### config.mk
export PLATFORM = sky130hd
export DESIGN_NAME = tamg_word_calc
export DESIGN_NICKNAME = d
export VERILOG_FILES = /design/src/rtl/tamg_pkg.sv /design/src/rtl/tamg_word_calc.sv
export SDC_FILE = /design/constraint.sdc
export NUM_CORES = 1
export LEC_CHECK = 0
export BUFFER_PORTS_ARGS = -buffer_cell sky130_fd_sc_hd__buf_2
export CAP_MARGIN = 10
export CORE_ASPECT_RATIO = 0.5
export CORE_UTILIZATION = 35
export DETAILED_ROUTE_END_ITERATION = 12
export PLACE_DENSITY = 0.73
export RECOVER_POWER = 100
export SYNTH_ARGS = -nofsm -noshare
export SYNTH_HDL_FRONTEND = slang
export SYNTH_SLANG_ARGS = --single-unit
### constraint.sdc
create_clock -name vclk -period 4.3
set_input_delay 0.86 -clock vclk [all_inputs]
set_output_delay 0.86 -clock vclk [all_outputs]
set_load 0.01 [all_outputs]
### src/rtl/tamg_pkg.sv
`default_nettype none

package tamg_pkg;

    // sizes
    localparam int MAX_CONTEXT = 1024;
    localparam int MAX_ROWS    = 64;
    localparam int WORD_BITS   = 64;
    localparam int MAX_WORDS   = (MAX_CONTEXT + WORD_BITS - 1) / WORD_BITS;

    localparam int BIT_W   = $clog2(WORD_BITS);          // bit within a word
    localparam int WIDX_W  = $clog2(MAX_WORDS);          // word within a row
    localparam int ROW_W   = $clog2(MAX_ROWS);           // row index
    localparam int ADDR_W  = ROW_W + WIDX_W;             // row store address
    localparam int CTX_W   = 11;                         // column count register
    localparam int ROWS_W  = 7;                          // rows_in_batch register
    localparam int PAST_W  = 11;                         // past_count register
    localparam int WIN_W   = 13;                         // window_size register
    localparam int PAR_W   = 7;                          // parent_row field
    localparam int OFS_W   = 10;                         // token position field
    localparam int COL_W   = $clog2(MAX_CONTEXT);        // column index
    localparam int NW_W    = WIDX_W + 1;                 // word count 1..MAX_WORDS
    localparam int CFG_IDX_W  = 3;
    localparam int CFG_DATA_W = 13;

    // stream widths
    localparam int S_DATA_W = 24;
    localparam int M_DATA_W = 80;

    // register indexes
    typedef enum logic [CFG_IDX_W-1:0] {
        REG_CONTEXT_LEN   = 3'd0,
        REG_ROWS_IN_BATCH = 3'd1,
        REG_PAST_COUNT    = 3'd2,
        REG_WINDOW_ENABLE = 3'd3,
        REG_WINDOW_SIZE   = 3'd4,
        REG_USE_OFFSETS   = 3'd5
    } cfg_reg_t;

    // per-row parameters, fixed when the item is accepted
    typedef struct packed {
        logic [ROW_W-1:0]  row;
        logic [ROW_W-1:0]  parent;
        logic              src_mem;     // copy parent row from the store
        logic              past_fill;   // negative parent: fill past columns
        logic              not_ready;
        logic [NW_W-1:0]   words;
        logic [CTX_W-1:0]  ctx;
        logic [CTX_W-1:0]  n_past;
        logic [CTX_W-1:0]  n_clr;
        logic [COL_W-1:0]  col;
        logic              col_vld;
    } row_param_t;

    // ones for every column of word widx that lies below limit
    function automatic logic [WORD_BITS-1:0] therm_word(
        input logic [CTX_W-1:0]  limit,
        input logic [WIDX_W-1:0] widx
    );
        logic signed [CTX_W+1:0] diff;
        logic [WORD_BITS-1:0]    res;
        diff = $signed({2'b00, limit})
             - $signed({{(CTX_W+2-WIDX_W-BIT_W){1'b0}}, widx, {BIT_W{1'b0}}});
        if (diff <= 0)
            res = '0;
        else if (diff >= WORD_BITS)
            res = '1;
        else
            res = ~({WORD_BITS{1'b1}} << diff[BIT_W-1:0]);
        return res;
    endfunction

endpackage

`default_nettype wire

### src/rtl/tamg_word_calc.sv
`default_nettype none

module tamg_word_calc
    import tamg_pkg::*;
(
    input  wire row_param_t           prm,
    input  wire logic [WIDX_W-1:0]    widx,
    input  wire logic [WORD_BITS-1:0] parent_word,
    output logic      [WORD_BITS-1:0] word
);

    logic [WORD_BITS-1:0] base;
    logic [WORD_BITS-1:0] own_bit;
    logic [WORD_BITS-1:0] clr_mask;
    logic [WORD_BITS-1:0] ctx_mask;

    // starting contents: parent copy, past fill or zeros
    always_comb
    begin
        if (prm.src_mem)
            base = parent_word;
        else if (prm.past_fill)
            base = therm_word(prm.n_past, widx);
        else
            base = '0;
    end

    // own column, window clear and columns beyond the context
    always_comb
    begin
        own_bit = '0;
        if (prm.col_vld && (prm.col[COL_W-1:BIT_W] == widx))
            own_bit = {{(WORD_BITS-1){1'b0}}, 1'b1} << prm.col[BIT_W-1:0];
        clr_mask = therm_word(prm.n_clr, widx);
        ctx_mask = therm_word(prm.ctx, widx);
        word     = (base | own_bit) & ~clr_mask & ctx_mask;
    end

endmodule

`default_nettype wire

# After elaboration in Yosys (flattened, before gate mapping)
# Cells that the tools add are included.
[totals]
input_bits = 132
register_bits = 0
wordCells = 31
[op_classes]
n_eq_ne = 1
reduce_logical = 1
add_sub_neg = 3
mux = 9
magnitude_cmp = 6
n_shift = 4
bitwise = 7
[op_table]
columns = ["op", "count"]
rows = [
  ["64-bit 2-to-1 mux", 9],
  ["64-bit inverter", 4],
  ["64-bit by 6-bit << shifter with 64-bit output (first input constant)", 3],
  ["64-bit bitwise AND", 2],
  ["64-bit OR", 1],
  ["1-bit by 6-bit << shifter with 64-bit output (first input constant)", 1],
  ["12-bit by 8-bit greater-or-equal comparator with 1-bit output (second input constant)", 3],
  ["12-bit by 1-bit less-or-equal comparator with 1-bit output (second input constant)", 3],
  ["11-bit by 10-bit subtractor with 12-bit output", 3],
  ["4-bit == test", 1],
  ["1-bit logical AND", 1],
]

# Depth between registers and ports, before layout
[logic_depth]
ltp_word = 10
mapped_depth = 12
depth_no_buf = 10

# Worst setup path before layout
# No wires, ideal clock.
[synth_timing]
path_kind = "input to output"
start = "input port prm[17] (netlist name)"
end = "output port word[15]"
setup_slack_ns = 0.303
t_arrival_ns = 3.137
path_stages = 10
n_path_buf = 0
cell_sequence = "inv_1 ha_1 fa_1 xor2_1 and3_1 nor2b_1 nand4_1 nand3_1 nand3_1 a2111oi_0"
[synth_between]
elab_chain_len = 7
[synth_lines]
columns = ["item", "line_no", "source"]
rows = [
  ["from (decl)", "tamg_word_calc.sv:6", "input wire row_param_t prm,"],
  ["11-bit by 10-bit subtractor with 12-bit output *", "tamg_pkg.sv:63", "- $signed({{(CTX_W+2-WIDX_W-BIT_W){1'b0}}, widx, {BIT_W{1'b0}}});"],
  ["12-bit by 8-bit greater-or-equal comparator with 1-bit output", "tamg_pkg.sv:66", "else if (diff >= WORD_BITS)"],
  ["64-bit 2-to-1 mux", "tamg_pkg.sv:66", ""],
  ["64-bit 2-to-1 mux *", "tamg_pkg.sv:64", "if (diff <= 0)"],
  ["64-bit inverter *", "tamg_word_calc.sv:36", "word = (base | own_bit) & ~clr_mask & ctx_mask;"],
  ["64-bit bitwise AND * (2 in series)", "tamg_word_calc.sv:36", ""],
  ["to (decl)", "tamg_word_calc.sv:9", "output logic [WORD_BITS-1:0] word"],
]
# Every way passes the cells marked *; elsewhere a longest branch is shown, timed or not.

# Final worst setup path
[layout_timing]
start = "input port widx[0]"
end = "output port word[24]"
[layout_between]
elab_chain_len = 9
[layout_lines]
columns = ["item", "line_no", "source"]
rows = [
  ["from (decl)", "tamg_word_calc.sv:7", "input wire logic [WIDX_W-1:0] widx,"],
  ["11-bit by 10-bit subtractor with 12-bit output", "tamg_pkg.sv:63", ""],
  ["12-bit by 8-bit greater-or-equal comparator with 1-bit output", "tamg_pkg.sv:66", ""],
  ["64-bit 2-to-1 mux", "tamg_pkg.sv:66", ""],
  ["64-bit 2-to-1 mux", "tamg_pkg.sv:64", ""],
  ["64-bit 2-to-1 mux", "tamg_word_calc.sv:22", "else if (prm.past_fill)"],
  ["64-bit 2-to-1 mux", "tamg_word_calc.sv:20", "if (prm.src_mem)"],
  ["64-bit OR", "tamg_word_calc.sv:36", ""],
  ["64-bit bitwise AND", "tamg_word_calc.sv:36", ""],
  ["64-bit bitwise AND *", "tamg_word_calc.sv:36", ""],
]
# Marked as above.

==> flow_summary.toml <==
[run_status]
status = "finished with violations"
violations = "negative setup slack"

[synth]
synth_xor_area_share_pct = 1.29
synth-compound-area-share_pct = 42.9
synth-simple-area-share_pct = 42.1
synthDistinctLibCells = 65
syn_nets = 878
yosysTopAreaCell = "nor2_1"
avgSynthCellArea_um2 = 5.57
synth_area_leaders = "nor2_1 9.2%, nand2_1 8.8%, o21ai_0 7.9%"
synth_area_um2 = 4070
ys_warn_count = 0
synthMuxAreaShare_pct = 0.246
netlist_instances = 731
synth-seq-area-share_pct = 0
synth_top_area_share_pct = 9.22
synth_top_family_by_area = "compound AO/OA/AOI/OAI gates"
synthAdderAreaFrac_pct = 5.16

[pwr]
swShare_pct = 60.1
power.total_uw = 876
seq_power_share_pct = 0
cellPowerDensity_nw_per_um2 = 139
net-switching-power_uw = 527
ir_worst_vdd_mv = 0.0825
internal_power_uw = 350
comb_power_share_pct = 100.0
leakage_uw = 0.00270
clock_power_share_pct = 0

[finish]
final.fill_count = 1167
fin_nets = 1105
final_common_cell = "buf_2"
final_cell_area_um2 = 6310
n_clock_buffer = 0
drive_above_1_share_pct = 39.1
seq_area_um2 = 0
final_util_pct = 56.6
layout_common_cells = "179 x buf_2, 99 x buf_4, 95 x nor2_1, 93 x nand2_1, 62 x o21ai_0"
diodes = 0
nFlopsAndLatches = 0
syn_to_final_growth_pct = 54.9

[sta]
finalHoldWorstSlack_ns = 2.09
fin_ws_ns = -0.0704
fmax_ghz = 0.229
max_slew_margin_pct = 52.3
rsz0062_at_grt = "yes"
worst_slew_pin_slew_ns = 0.707
setup_viol = 4
hold_viol_final = 0
period_needed_ns = 4.37
finalSetupTns_ns = -0.0908
slew_viol_final = 0
final.period_utilization_pct = 102

[route]
wirelength_um = 27300
drt_iter0_markers = 1319
drt-vias-per-instance = 6.66
via_count = 7337
routedWlPerCell_um = 24.8
drc = 0
dr.pass1.iters = 7
ant_nets = 0

[setup_path]
critical_path.slowest_cell = "fa_1"
required_ns = 3.44
cp_max_fo = 15
end_kind = "primary output"
path_cells = "buf_2 > buf_4 > ha_1 > fa_1 > a21o_1 > a2bb2oi_1 > nand3_2 > a211oi_2 > a21oi_1 > buf_12 > a31oi_1 > nor4_1 > buf_2"
critical_path_class = "in2out"
crit_path_max_incr_delay_ns = 0.41
start_kind = "input pin"
cp_top_family = "compound AO/OA/AOI/OAI gates"
worst_ep_arrival_time_ns = 3.51
crit_buf_inv = 4
timing.critical_path.mode_cell = "buf_2"

[global_route]
gr-total-overflow = 0
grt_first_pass_wirelength_um = 39100
grt_use_total_pct = 42.8
grt_max_degree = 65
antenna_found_initial = 0
grt_pass1_vias = 6576

[placement]
placement.cell_area_um2 = 5700
dp_hpwl_um = 21800
place_congestion = 1.09
io_buffer_count = 178

[floorplan]
io_pins = 196
fp-row-count = 27
die_w_um = 155
start_util_pct = 36.5
die-area_um2 = 12100
die_h_um = 78.3
coreArea_um2 = 11100

[min_path]
hp-class = "in2out"

[job]
drv_cap = 0

[cts]
cts-hold-fix-buffers = 0
## cells by family after synthesis
group / count (synthesis)
buffers and inverters: 82
XOR/XNOR: 6
AND/OR/NAND/NOR: 361
adder cells (fa/ha/maj): 15
AO/OA/AOI/OAI: 266
multiplexers: 1
## cells in the mapped netlist (2+ instances only)
cell type	instances
nand4b_1	2
nand2_1	95
buf_2	7
and2_1	8
or3_1	10
o221ai_1	13
nor2_1	100
nand2b_1	13
nor2b_1	12
o31ai_1	5
nand3b_1	2
o211ai_1	2
ha_1	12
a311oi_1	4
a21o_1	4
a32oi_1	3
a211oi_1	15
o21ai_1	2
fa_1	3
a22o_1	4
clkbuf_1	52
o21ai_0	64
nor3_1	52
and3_1	9
or2_2	9
a22oi_1	10
a21oi_1	62
a221oi_1	6
xor2_1	2
a31oi_1	9
o22ai_1	25
a2111oi_0	19
nand3_1	16
o21a_1	2
inv_1	18
buf_1	2
buf_6	2
xnor2_1	4
nand4_1	5
nor3b_1	4
nor4_1	19
## per-layer routing
metal  global-route usage (%)  part of all wire, %  up-vias
met5                        0                    0        -
li1                         -                    -     3202
met1                     63.7                   44     3433
met3                     8.83                   15       93
met4                     11.1                  3.2        0
met2                     60.7                   39      609
## worst paths after layout
check | startpoint | endpoint | slack (ns) | cells past startpoint
min | parent_word[63] | word[63] | 2.09 | 4
max | widx[0] | word[24] | -0.07 | 13
## power by group through the flow
stage	clock (uW)	combinational (uW)	sequential, uW
6_report	0	876	0
5_1_grt	0	917	0
2_1_floorplan	0	385	0
4_1_cts	0	787	0
3_3_place_gp	0	736	0
3_5_place_dp	0	741	0
## worst min-delay path: stages
cell and delay, ns:
buf_2 0.09, a221oi_2 0.05, nor2_1 0.09, buf_2 0.14
## through the flow
| stage | worst slack, ns | std cells |
|---|---|---|
| after CTS | -0.0201 | 1093 |
| final | -0.0704 | 1101 |
| after global routing | -0.117 | 1101 |
| after detailed placement | -0.262 | 1090 |
| after floorplan | 0.303 | 731 |
| after global placement | -0.193 | 1090 |
## area by class of cell
cell class                 instances  area (um^2)  area share [%]
inverter                          18         67.6            1.07
tap                              145          181            2.88
multi-input combinational        649         4200            66.6
timing repair buffer             289         1860            29.5
## what timing repair did
item | 4_1_cts | 5_1_grt
resized for setup | 45 | 59
pin swaps | 4 | 6
buffers inserted | 2 | 7
cloned | 1 | 1
endpoints found under the setup margin | 31 | 60
No activity file was read; power rests on OpenSTA's default activity.
